## src/tsci_pkg.sv

```systemverilog
// Shared types and constants for the text screen control interpreter.
`timescale 1ns / 1ps
`default_nettype none

package tsci_pkg;

    localparam logic [1:0] OP_FEED = 2'd0;
    localparam logic [1:0] OP_READ = 2'd1;
    localparam logic [1:0] OP_NEW  = 2'd2;

    localparam logic [7:0] CH_LF    = 8'h0A;
    localparam logic [7:0] CH_SP    = 8'h20;
    localparam logic [7:0] CH_CARET = 8'h5E;
    localparam logic [7:0] CH_B     = 8'h62;
    localparam logic [7:0] CH_C     = 8'h63;
    localparam logic [7:0] CH_D     = 8'h64;
    localparam logic [7:0] CH_E     = 8'h65;
    localparam logic [7:0] CH_H     = 8'h68;
    localparam logic [7:0] CH_I     = 8'h69;
    localparam logic [7:0] CH_L     = 8'h6C;
    localparam logic [7:0] CH_O     = 8'h6F;
    localparam logic [7:0] CH_R     = 8'h72;
    localparam logic [7:0] CH_U     = 8'h75;
    localparam logic [7:0] CH_0     = 8'h30;
    localparam logic [7:0] CH_9     = 8'h39;

    typedef enum logic [1:0] {
        S_IDLE,
        S_DECODE,
        S_MODIFY,
        S_HOLD
    } t_state;

    typedef enum logic [1:0] {
        ACT_NONE,
        ACT_PUT,
        ACT_ERASE,
        ACT_READ
    } t_act;

    typedef enum logic [1:0] {
        PH_NORMAL,
        PH_CARET,
        PH_ROW
    } t_phase;

    typedef struct packed {
        logic rd_en;
        logic wr_en;
        logic clr;
    } t_mem_ctl;

endpackage

`default_nettype wire

```

## src/text_screen_control_interpreter_core.sv

```systemverilog
// Top level of the text screen control interpreter: decoder, cursor and row update.
//
// Input channel (s): tuser carries the opcode (feed byte, read cell, new case),
// tdata carries the stream byte and the cell address to read.
// Output channel (m): one item per read-cell opcode with the character at the
// cell, the cursor position and the insert flag.
// The screen is a memory of one row per word. Every item is taken in the idle
// state and decoded in the next cycle; a write or erase reads the cursor row
// and writes it back in the modify state, a read selects its cell there.
// Items that touch no row return to idle after decode; row updates and reads
// also pass the modify state, as the row memory read is registered.
// Results sit in an output register, so the next item is accepted while a
// result waits; a read that finds the output register still full waits
// until the receiver takes it.
// Reset (synchronous, active low) and the new-case opcode clear the screen
// through per-row valid bits, home the cursor and select overwrite mode.
`timescale 1ns / 1ps
`default_nettype none

module text_screen_control_interpreter_core #(
    parameter int SCREEN_SIZE = 10
) (
    input  wire         i_clk,
    input  wire         i_rst_n,
    input  wire         i_s_tvalid,
    output logic        o_s_tready,
    input  wire  [15:0] i_s_tdata,   // in_byte[7:0], read_row[11:8], read_col[15:12]
    input  wire  [1:0]  i_s_tuser,   // opcode[1:0]
    output logic        o_m_tvalid,
    input  wire         i_m_tready,
    output logic [23:0] o_m_tdata    // cell_char[7:0], cursor_row[11:8], cursor_col[15:12],
                                     // insert_on[16], zero[23:17]
);

    localparam int             CW      = $clog2(SCREEN_SIZE);
    localparam int             DW      = SCREEN_SIZE * 8;
    localparam logic [CW-1:0]  L_LAST  = CW'(SCREEN_SIZE - 1);
    localparam logic [3:0]     L_LAST4 = 4'(SCREEN_SIZE - 1);
    localparam logic [4:0]     L_N5    = 5'(SCREEN_SIZE);

    tsci_pkg::t_state  r_state, n_state;
    tsci_pkg::t_act    r_act, n_act;
    tsci_pkg::t_phase  r_phase, n_phase;
    logic [1:0]        r_op;
    logic [7:0]        r_byte;
    logic [3:0]        r_rrow, r_rcol;
    logic [CW-1:0]     r_row, n_row;
    logic [CW-1:0]     r_col, n_col;
    logic [CW-1:0]     r_pend, n_pend;
    logic              r_ins, n_ins;
    logic              r_in_range, n_in_range;
    logic [7:0]        r_cell, n_cell;
    logic              r_out_valid, n_out_valid;
    logic [23:0]       r_out_data, n_out_data;

    tsci_pkg::t_mem_ctl                w_ctl;
    logic [CW-1:0]                     w_rd_addr;
    logic [DW-1:0]                     w_rd_data;
    logic [SCREEN_SIZE-1:0][7:0]       w_old;
    logic [SCREEN_SIZE-1:0][7:0]       w_new;
    logic [7:0]                        w_cell;

    function automatic logic [CW-1:0] f_digit(input logic [7:0] b);
        logic [3:0] v;
        v = b[3:0];
        return (v > L_LAST4) ? L_LAST : CW'(v);
    endfunction

    function automatic logic f_is_digit(input logic [7:0] b);
        return b inside {[tsci_pkg::CH_0:tsci_pkg::CH_9]};
    endfunction

    tsci_row_mem #(
        .SCREEN_SIZE (SCREEN_SIZE)
    ) u_row_mem (
        .i_clk     (i_clk),
        .i_rst_n   (i_rst_n),
        .i_ctl     (w_ctl),
        .i_rd_addr (w_rd_addr),
        .i_wr_addr (r_row),
        .i_wr_data (w_new),
        .o_rd_data (w_rd_data)
    );

    assign w_old = w_rd_data;

    // row update: insert shift, cell write or erase to end of row
    always_comb begin
        w_new = w_old;
        if (r_act == tsci_pkg::ACT_ERASE) begin
            for (int j = 0; j < SCREEN_SIZE; j++) begin
                if (CW'(j) >= r_col) begin
                    w_new[j] = tsci_pkg::CH_SP;
                end
            end
        end else begin
            for (int j = 1; j < SCREEN_SIZE; j++) begin
                if (r_ins && (CW'(j) > r_col)) begin
                    w_new[j] = w_old[j-1];
                end
            end
            w_new[r_col] = r_byte;
        end
    end

    assign w_cell = r_in_range ? w_old[r_rcol[CW-1:0]] : tsci_pkg::CH_SP;

    always_comb begin
        n_state     = r_state;
        n_act       = r_act;
        n_phase     = r_phase;
        n_row       = r_row;
        n_col       = r_col;
        n_pend      = r_pend;
        n_ins       = r_ins;
        n_in_range  = r_in_range;
        n_cell      = r_cell;
        n_out_valid = r_out_valid && !i_m_tready;
        n_out_data  = r_out_data;
        w_ctl       = '0;
        w_rd_addr   = r_row;
        o_s_tready  = 1'b0;
        case (r_state)
            tsci_pkg::S_IDLE: begin
                o_s_tready = 1'b1;
                if (i_s_tvalid) begin
                    n_state = tsci_pkg::S_DECODE;
                end
            end
            tsci_pkg::S_DECODE: begin
                n_state = tsci_pkg::S_IDLE;
                n_act   = tsci_pkg::ACT_NONE;
                case (r_op)
                    tsci_pkg::OP_FEED: begin
                        if (r_byte == tsci_pkg::CH_LF) begin
                            n_phase = tsci_pkg::PH_NORMAL;
                        end else begin
                            case (r_phase)
                                tsci_pkg::PH_NORMAL: begin
                                    if (r_byte == tsci_pkg::CH_CARET) begin
                                        n_phase = tsci_pkg::PH_CARET;
                                    end else begin
                                        n_act = tsci_pkg::ACT_PUT;
                                    end
                                end
                                tsci_pkg::PH_CARET: begin
                                    n_phase = tsci_pkg::PH_NORMAL;
                                    case (r_byte)
                                        tsci_pkg::CH_B: n_col = '0;
                                        tsci_pkg::CH_C: w_ctl.clr = 1'b1;
                                        tsci_pkg::CH_D: begin
                                            if (r_row != L_LAST) n_row = r_row + 1'b1;
                                        end
                                        tsci_pkg::CH_E: n_act = tsci_pkg::ACT_ERASE;
                                        tsci_pkg::CH_H: begin
                                            n_row = '0;
                                            n_col = '0;
                                        end
                                        tsci_pkg::CH_I: n_ins = 1'b1;
                                        tsci_pkg::CH_L: begin
                                            if (r_col != '0) n_col = r_col - 1'b1;
                                        end
                                        tsci_pkg::CH_O: n_ins = 1'b0;
                                        tsci_pkg::CH_R: begin
                                            if (r_col != L_LAST) n_col = r_col + 1'b1;
                                        end
                                        tsci_pkg::CH_U: begin
                                            if (r_row != '0) n_row = r_row - 1'b1;
                                        end
                                        tsci_pkg::CH_CARET: n_act = tsci_pkg::ACT_PUT;
                                        default: begin
                                            if (f_is_digit(r_byte)) begin
                                                n_pend  = f_digit(r_byte);
                                                n_phase = tsci_pkg::PH_ROW;
                                            end
                                        end
                                    endcase
                                end
                                default: begin
                                    n_phase = tsci_pkg::PH_NORMAL;
                                    if (f_is_digit(r_byte)) begin
                                        n_row = r_pend;
                                        n_col = f_digit(r_byte);
                                    end
                                end
                            endcase
                        end
                    end
                    tsci_pkg::OP_READ: begin
                        n_act      = tsci_pkg::ACT_READ;
                        n_in_range = ({1'b0, r_rrow} < L_N5) && ({1'b0, r_rcol} < L_N5);
                        w_rd_addr  = r_rrow[CW-1:0];
                    end
                    tsci_pkg::OP_NEW: begin
                        w_ctl.clr = 1'b1;
                        n_row     = '0;
                        n_col     = '0;
                        n_ins     = 1'b0;
                        n_phase   = tsci_pkg::PH_NORMAL;
                        n_pend    = '0;
                    end
                    default: ;
                endcase
                if (n_act != tsci_pkg::ACT_NONE) begin
                    w_ctl.rd_en = 1'b1;
                    n_state     = tsci_pkg::S_MODIFY;
                end
            end
            tsci_pkg::S_MODIFY: begin
                n_state = tsci_pkg::S_IDLE;
                case (r_act)
                    tsci_pkg::ACT_PUT: begin
                        w_ctl.wr_en = 1'b1;
                        if (r_col != L_LAST) n_col = r_col + 1'b1;
                    end
                    tsci_pkg::ACT_ERASE: w_ctl.wr_en = 1'b1;
                    tsci_pkg::ACT_READ: begin
                        if (!r_out_valid || i_m_tready) begin
                            n_out_valid = 1'b1;
                            n_out_data  = {7'b0, r_ins, 4'(r_col), 4'(r_row), w_cell};
                        end else begin
                            n_cell  = w_cell;
                            n_state = tsci_pkg::S_HOLD;
                        end
                    end
                    default: ;
                endcase
            end
            tsci_pkg::S_HOLD: begin
                if (!r_out_valid || i_m_tready) begin
                    n_out_valid = 1'b1;
                    n_out_data  = {7'b0, r_ins, 4'(r_col), 4'(r_row), r_cell};
                    n_state     = tsci_pkg::S_IDLE;
                end
            end
            default: n_state = tsci_pkg::S_IDLE;
        endcase
    end

    always_ff @(posedge i_clk) begin
        if (!i_rst_n) begin
            r_state     <= tsci_pkg::S_IDLE;
            r_phase     <= tsci_pkg::PH_NORMAL;
            r_row       <= '0;
            r_col       <= '0;
            r_pend      <= '0;
            r_ins       <= 1'b0;
            r_out_valid <= 1'b0;
            r_act       <= tsci_pkg::ACT_NONE;
        end else begin
            r_state     <= n_state;
            r_phase     <= n_phase;
            r_row       <= n_row;
            r_col       <= n_col;
            r_pend      <= n_pend;
            r_ins       <= n_ins;
            r_out_valid <= n_out_valid;
            r_act       <= n_act;
        end
    end

    always_ff @(posedge i_clk) begin
        if (o_s_tready && i_s_tvalid) begin
            r_op   <= i_s_tuser;
            r_byte <= i_s_tdata[7:0];
            r_rrow <= i_s_tdata[11:8];
            r_rcol <= i_s_tdata[15:12];
        end
        r_in_range <= n_in_range;
        r_cell     <= n_cell;
        r_out_data <= n_out_data;
    end

    assign o_m_tvalid = r_out_valid;
    assign o_m_tdata  = r_out_data;

    a_cursor_range: assert property (@(posedge i_clk) disable iff (!i_rst_n)
        (r_row <= L_LAST) && (r_col <= L_LAST))
        else $error("cursor outside the screen");

    a_accept_decode: assert property (@(posedge i_clk) disable iff (!i_rst_n)
        (i_s_tvalid && o_s_tready) |=> (r_state == tsci_pkg::S_DECODE))
        else $error("accepted item not decoded");

    a_hold_busy: assert property (@(posedge i_clk) disable iff (!i_rst_n)
        (r_state == tsci_pkg::S_HOLD) |-> r_out_valid)
        else $error("read result held while output register free");

endmodule

`default_nettype wire

```

## src/tsci_row_mem.sv

```systemverilog
// Row-wide screen memory with per-row valid bits; invalid rows read as spaces.
`timescale 1ns / 1ps
`default_nettype none

module tsci_row_mem #(
    parameter int SCREEN_SIZE = 10
) (
    input  wire                             i_clk,
    input  wire                             i_rst_n,
    input  tsci_pkg::t_mem_ctl              i_ctl,
    input  wire  [$clog2(SCREEN_SIZE)-1:0]  i_rd_addr,
    input  wire  [$clog2(SCREEN_SIZE)-1:0]  i_wr_addr,
    input  wire  [SCREEN_SIZE*8-1:0]        i_wr_data,
    output logic [SCREEN_SIZE*8-1:0]        o_rd_data
);

    localparam int DW = SCREEN_SIZE * 8;

    logic [DW-1:0]          r_mem [SCREEN_SIZE];
    logic [SCREEN_SIZE-1:0] r_valid;
    logic [DW-1:0]          r_rd_data;
    logic                   r_rd_valid;

    always_ff @(posedge i_clk) begin
        if (i_ctl.wr_en) begin
            r_mem[i_wr_addr] <= i_wr_data;
        end
        if (i_ctl.rd_en) begin
            r_rd_data  <= r_mem[i_rd_addr];
            r_rd_valid <= r_valid[i_rd_addr];
        end
    end

    always_ff @(posedge i_clk) begin
        if (!i_rst_n) begin
            r_valid <= '0;
        end else if (i_ctl.clr) begin
            r_valid <= '0;
        end else if (i_ctl.wr_en) begin
            r_valid[i_wr_addr] <= 1'b1;
        end
    end

    assign o_rd_data = r_rd_valid ? r_rd_data : {SCREEN_SIZE{tsci_pkg::CH_SP}};

endmodule

`default_nettype wire

```

## config.mk

```make
export PLATFORM = sky130hd
export DESIGN_NAME = text_screen_control_interpreter_core
export DESIGN_NICKNAME = d
export VERILOG_FILES = /design/src/tsci_pkg.sv /design/src/text_screen_control_interpreter_core.sv /design/src/tsci_row_mem.sv
export SDC_FILE = /design/constraint.sdc
export NUM_CORES = 1
export LEC_CHECK = 0
export BUFFER_PORTS_ARGS = -buffer_cell sky130_fd_sc_hd__buf_2
export CORE_UTILIZATION = 57
export DETAILED_ROUTE_END_ITERATION = 7
export PLACE_DENSITY = 0.73
export SLEW_MARGIN = 20
export SYNTH_ARGS = -nofsm -noshare
export SYNTH_HDL_FRONTEND = slang
export SYNTH_HIERARCHICAL = 1
export SYNTH_SLANG_ARGS = --single-unit
```

## constraint.sdc

```tcl
create_clock -name i_clk -period 28.1 [get_ports i_clk]
set_clock_uncertainty 0.2 [all_clocks]
set_input_delay 5.62 -clock i_clk [delete_from_list [all_inputs] [get_ports i_clk]]
set_output_delay 5.62 -clock i_clk [all_outputs]
set_load 0.02 [all_outputs]
```

# Yosys cells after proc, flatten, opt, wreduce, memory -nomap -nowiden
# Memories as Yosys holds them, arrays and structs flattened. A register that Yosys moved wholly into a read port is not among the register bits.
# Cells that the tools add are included.
[op_classes] add_sub_neg=4 mul=0 n_div=0 n_lt_le_gt_ge=30 eq_ne=45 shifts=0 mux=104 n_bitwise=3 reduce_logical=40
[op_table] cell="$mux 8" count=31
[op_table] cell="$mux 80" count=2
[op_table] cell="$eq 8x7->1 const B" count=11
[op_table] cell="$bwmux 80" count=1
[op_table] cell="$mux 24" count=3
[op_table] cell="$mux 4" count=15
[op_table] cell="$pmux 24 s2" count=1
[op_table] cell="$pmux 4 s2" count=6
[op_table] cell="$bmux 8 s4" count=1
[op_table] cell="$demux 8 s4" count=1
[op_table] cell="$ne 4x4->1 const B" count=6
[op_table] cell="$pmux 4 s3" count=2
[op_table] cell="$mux 2" count=11
[op_table] cell="$lt 4x5->1 const B" count=4
[op_table] cell="$pmux 2 s2" count=5
[op_table] cell="$mux 1" count=18
[op_table] cell="$ne 2x2->1 const B" count=9
[op_table] cell="$ge 3x4->1 const A" count=4
[op_table] cell="$gt 3x4->1 const A" count=4
[op_table] cell="$reduce_and 8->1" count=2
[op_table] cell="$logic_and 1x1->1" count=15
[op_table] cell="$reduce_or 11->1" count=1
[op_table] cell="$eq 2x2->1 const B" count=5
[op_table] cell="$or 10x10->10" count=1
[op_table] cell="other kinds (37)" count=67
[word_totals] reg_bits=82 latchBits=0 ram_bits=800 rom_bits=0 out_inout_bits=26 word_cells=244 memories=1
[memory_table] name="u_row_mem.r_mem" depth=10 width=80 read_ports=1 rd_ports_with_merged_regs=1 write_ports=1 line="tsci_row_mem.sv:19" text="logic [DW-1:0] r_mem [SCREEN_SIZE];"

# Depth between registers and ports, before layout
[depth] depth_word=9 depth_mapped=13 mapped_depth_nobuf=10

# By module
# The synthesis kept the hierarchy.
[modules_own_cells] mod="tsci_row_mem" n_inst=1 cells_each=1838 area_per_inst_um2=34627.0
[modules_own_cells] mod="text_screen_control_interpreter_core" n_inst=1 cells_each=872 area_per_inst_um2=6540.0

# Worst setup path before layout
# Ideal clock, no wire load.
[synth_timing] path_type="register to register" startpoint="reg r_state[0]" endpoint="mem u_row_mem/r_mem[2][0] (netlist name), enable pin" setup_time_ns=0.719 arrival_ns=8.821 setup_slack_ns=18.361 stages_incl_launch_ff=8 path_cell_list="dfxtp_1 > inv_1 > ha_1 > clkbuf_1 > inv_1 > nor2_1 > nand2_1 > nor4_1"
[synth_rtl] item="from (decl)" line="text_screen_control_interpreter_core.sv:41" text="tsci_pkg::t_state r_state, n_state;"
[synth_rtl] item="from (signal assigned)" line="text_screen_control_interpreter_core.sv:242" text="r_state <= tsci_pkg::S_IDLE;"
[synth_rtl] item="from (signal assigned)" line="text_screen_control_interpreter_core.sv:251" text="r_state <= n_state;"
[synth_rtl] item="to (decl)" line="tsci_row_mem.sv:19"

# Final worst setup path
[layout_timing] startpoint="reg r_state[1]" endpoint="out o_s_tready"
[layout_via] elab_chain_cells=2
[layout_lines] item="$logic_not 2->1" line="text_screen_control_interpreter_core.sv:123" text="case (r_state)"
[layout_lines] item="$mux 1" line="text_screen_control_interpreter_core.sv:123"
[layout_lines] item="to (decl)" line="text_screen_control_interpreter_core.sv:26" text="output logic o_s_tready,"
# Every way passes these cells.

==> flow_metrics.py <==
metrics = {
    "run_status": {
        "run_status": "complete, no violations",
    },
    "yosys": {
        "syn_area_per_cell_um2": 15.2,
        "most_area_hungry_cell_type_in_the_yosys_netlist": "edfxtp_1",
        "synth.top_cell.area_share_pct": 67.5,
        "yosys.cell_count.top_type": "edfxtp_1",
        "synthCells": 2710,
        "yosys_register_bits": 955,
        "post_synth_main_area_contributors": "edfxtp_1 67%, mux2_2 5.3%, mux2i_1 5.2%",
        "yosysUniqueCellTypes": 75,
        "ys_top_cells_by_count": "925 x edfxtp_1, 214 x mux2i_1, 198 x nand2_1, 195 x mux2_2, 119 x o21ai_0",
        "async_reset_ff_share_pct": 0,
        "synthFlopType": "edfxtp_1",
        "netlist_area_um2": 41200,
        "yosysWarnings": 6,
        "share_of_synthesized_area_occupied_by_flip_flops_and_latches_pct": 68.9,
        "synth_enable_flop_cells": 925,
    },
    "clock_tree": {
        "postCtsSetupBuffers": 0,
        "clockRootBuffer": "clkbuf_16",
        "clock_latency_ns": 0.65,
        "cts_inserted_buffers": 97,
        "cts_htree_levels": 3,
        "cts.repair.resized": 0,
        "numClockSinks": 955,
        "tritoncts": "yes",
        "cts_hold_buf": 0,
        "clock_tree.buffer_depth": 3,
        "worst_setup_hold_path_clk_slew_ns": 0.06,
    },
    "critical_path": {
        "arrival_time_reported_for_the_critical_path_endpoint_ns": 1.59,
        "worst-setup-path-type": "reg2out",
        "critical_path_fanouts_max": 5,
        "worstPathRequired_ns": 22.28,
        "startpoint_type": "flop",
        "crit_end": "o_s_tready",
        "reg_to_reg_setup_timing_slack_ns": 23.14,
        "length_in_cells_of_the_worst_reg_to_reg_path": 13,
        "critical_path.reg2reg.startpoint": "r_state[1]",
        "critical_path.cell_chain": "inv_1 > ha_1 > buf_2",
        "timing.critical_path.to_type": "primary output",
        "cp_slowest_stage_delay_ns": 0.41,
        "timing.rr.end": "u_row_mem/r_rd_data[20]",
        "startpoint": "r_state[1]",
        "slowest_stage": "dfxtp_1",
    },
    "timing": {
        "setup_tns_ns": 0,
        "rsz0062_at_grt": "false",
        "hold_slack_ns": 0.261,
        "setup-violations-final": 0,
        "layout_worst_path_cycle_share_pct": 26.4,
        "timing.fmax_ghz": 0.135,
        "finalCriticalPeriod_ns": 7.41,
        "relSlewSlack_pct": 20.7,
        "slew_violations": 0,
        "final-hold-violation-count": 0,
        "max_slew.worst_pin.slew_ns": 1.18,
        "final.setup.worst_slack_ns": 20.69,
    },
    "power": {
        "power_density_nw_per_um2": 69.2,
        "peakVddDrop_mv": 0.0499,
        "leakagePower_nw": 14.5,
    },
    "drt": {
        "dr_total_vias": 24364,
        "finalWirelength_mm": 105,
        "drtAntennaViolNets": 0,
        "drt_first_pass_iters": 8,
        "initialDrtViolationCount": 3039,
        "viasPerCell": 6.49,
        "avgRoutedWirePerCell_um": 28.0,
        "drc_errors": 0,
    },
    "global_routing": {
        "global_route.overflow_total": 0,
        "grt_pass1_vias": 23957,
        "grt_antenna_before_repair": 1,
        "grt_start_max_net_pins": 172,
        "grt_pass1_wl_mm": 153,
        "globalRouteTotalUtil_pct": 28.3,
    },
    "placed_design": {
        "dpl.hpwl_mm": 56.5,
        "postPlaceCellArea_um2": 42200,
        "count_of_buffers_from_port_buffering": 40,
        "dpl_worst_slack_ns": 20.77,
        "final_weighted_congestion_in_routability_driven_placement": 0.928,
    },
    "final_layout": {
        "finalNetCount": 2763,
        "final_design_area_no_fill_um2": 45400,
        "fraction_of_final_layout_cells_sized_beyond_drive_strength_1_pct": 18.4,
        "fill_cells": 5057,
        "flow.area_growth_from_synthesis_pct": 10.2,
    },
    "die": {
        "fp-row-count": 98,
        "core_area_um2": 71500,
        "die-width_um": 271,
        "top_level_ports": 48,
        "die-height_um": 271,
        "floorplan.die_area_um2": 73300,
        "starting_density_of_the_core_pct": 57.6,
    },
    "job": {
        "max_cap_violations": 0,
    },
    "worst_hold_path": {
        "holdCritPathClass": "reg2reg",
    },
}
## worst max-delay path: cells and delay by family (launching register included)
kind / cells / cell delay (ns)
adder cells (fa/ha/maj): 1 / 0.23
buffers and inverters: 2 / 0.30
flip-flops: 1 / 0.41
## per-stage QoR
stage	util, %	power, mW	std cells
detailed placement	59.1	1.89	3577
CTS	63.4	3.15	3751
floorplan	-	1.81	2716
finish	63.5	3.14	3753
global route	63.5	3.22	3752
global placement	59.1	1.88	3576
## layer usage
| metal | track usage (%) | routed length (µm) | vias to the layer above |
|---|---|---|---|
| li1 | - | - | 10516 |
| met4 | 10.0 | 3530 | 2 |
| met3 | 5.53 | 10200 | 239 |
| met2 | 44.6 | 48600 | 1335 |
| met5 | 0 | 13 | - |
| met1 | 39.4 | 42500 | 12272 |
## flip-flops by register name, indices dropped and copies added (netlist names)
register	cells
o_m_tdata	17
r_act	2
u_row_mem/r_valid	10
r_ins	1
r_rcol	4
u_row_mem/r_mem	800
r_op	2
r_phase	2
r_pend	4
r_rrow	4
u_row_mem/r_rd_valid	1
r_byte	8
r_state	2
o_m_tvalid	1
u_row_mem/r_rd_data	80
r_col	4
r_row	4
r_cell	8
r_in_range	1
## report_power, final
part           switching, mW  internal (mW)  leakage, nW  total [mW]
logic                  0.172         0.0715         4.29       0.243
clock network          0.527          0.742         1.53        1.27
registers             0.0116           1.62         8.67        1.63
total                  0.710           2.43         14.5        3.14
## worst min path at each step
stage                                     from                    to  slack, ns  cells after the start
after CTS                 u_row_mem/r_valid[0]  u_row_mem/r_valid[0]       0.26                      1
final                     u_row_mem/r_valid[0]  u_row_mem/r_valid[0]       0.26                      1
after detailed placement  u_row_mem/r_valid[0]  u_row_mem/r_valid[0]       0.25                      1
after global placement    u_row_mem/r_valid[4]  u_row_mem/r_valid[4]       0.24                      1
after global routing      u_row_mem/r_valid[9]  u_row_mem/r_valid[9]       0.28                      1
after floorplan                       r_col[2]         o_m_tdata[14]       0.21                      0
## cell usage in the layout (no fill, tap or decap), types with 13 or more instances in the layout
cell type and count:
edfxtp_1 925, mux2i_1 214, nand2_1 197, mux2_2 194, o22ai_1 102, a21oi_1 100
clkbuf_16 100, nor2_1 95, o21ai_0 91, a22o_1 80, and2_1 77, mux2_1 60
buf_4 54, o31ai_2 44, o31ai_1 41, buf_2 40, dfxtp_1 30, o21ai_1 27
clkinv_1 23, inv_1 22, o21a_1 21, clkbuf_1 18, clkinv_2 18, mux4_2 17
nand2b_1 17, nor2b_1 14, nand3_1 13
## cell families (layout without fill, tap and decap cells)
logic type / count (synthesis) / count (layout) / synth area share [%]
other cells: 1 / 8 / 0.00911
buf+inv: 208 / 294 / 2.42
flops: 955 / 955 / 68.9
compound gates: 555 / 555 / 9.37
fa+ha+maj: 14 / 14 / 0.444
simple gates: 485 / 485 / 5.59
xor+xnor: 6 / 6 / 0.128
mux: 486 / 486 / 13.1
## cell type report
cell class / count / area [µm²] / share of cell area (%)
timing repair buffer: 97 / 668 / 1.47
clock inverter: 55 / 526 / 1.16
sequential: 955 / 28400 / 62.5
clock buffer: 119 / 2580 / 5.69
multi-input combinational: 1553 / 11900 / 26.3
tap: 950 / 1190 / 2.62
inverter: 23 / 86.3 / 0.190
antenna: 1 / 2.50 / 0.00552
No activity file was read; power rests on OpenSTA's default activity.
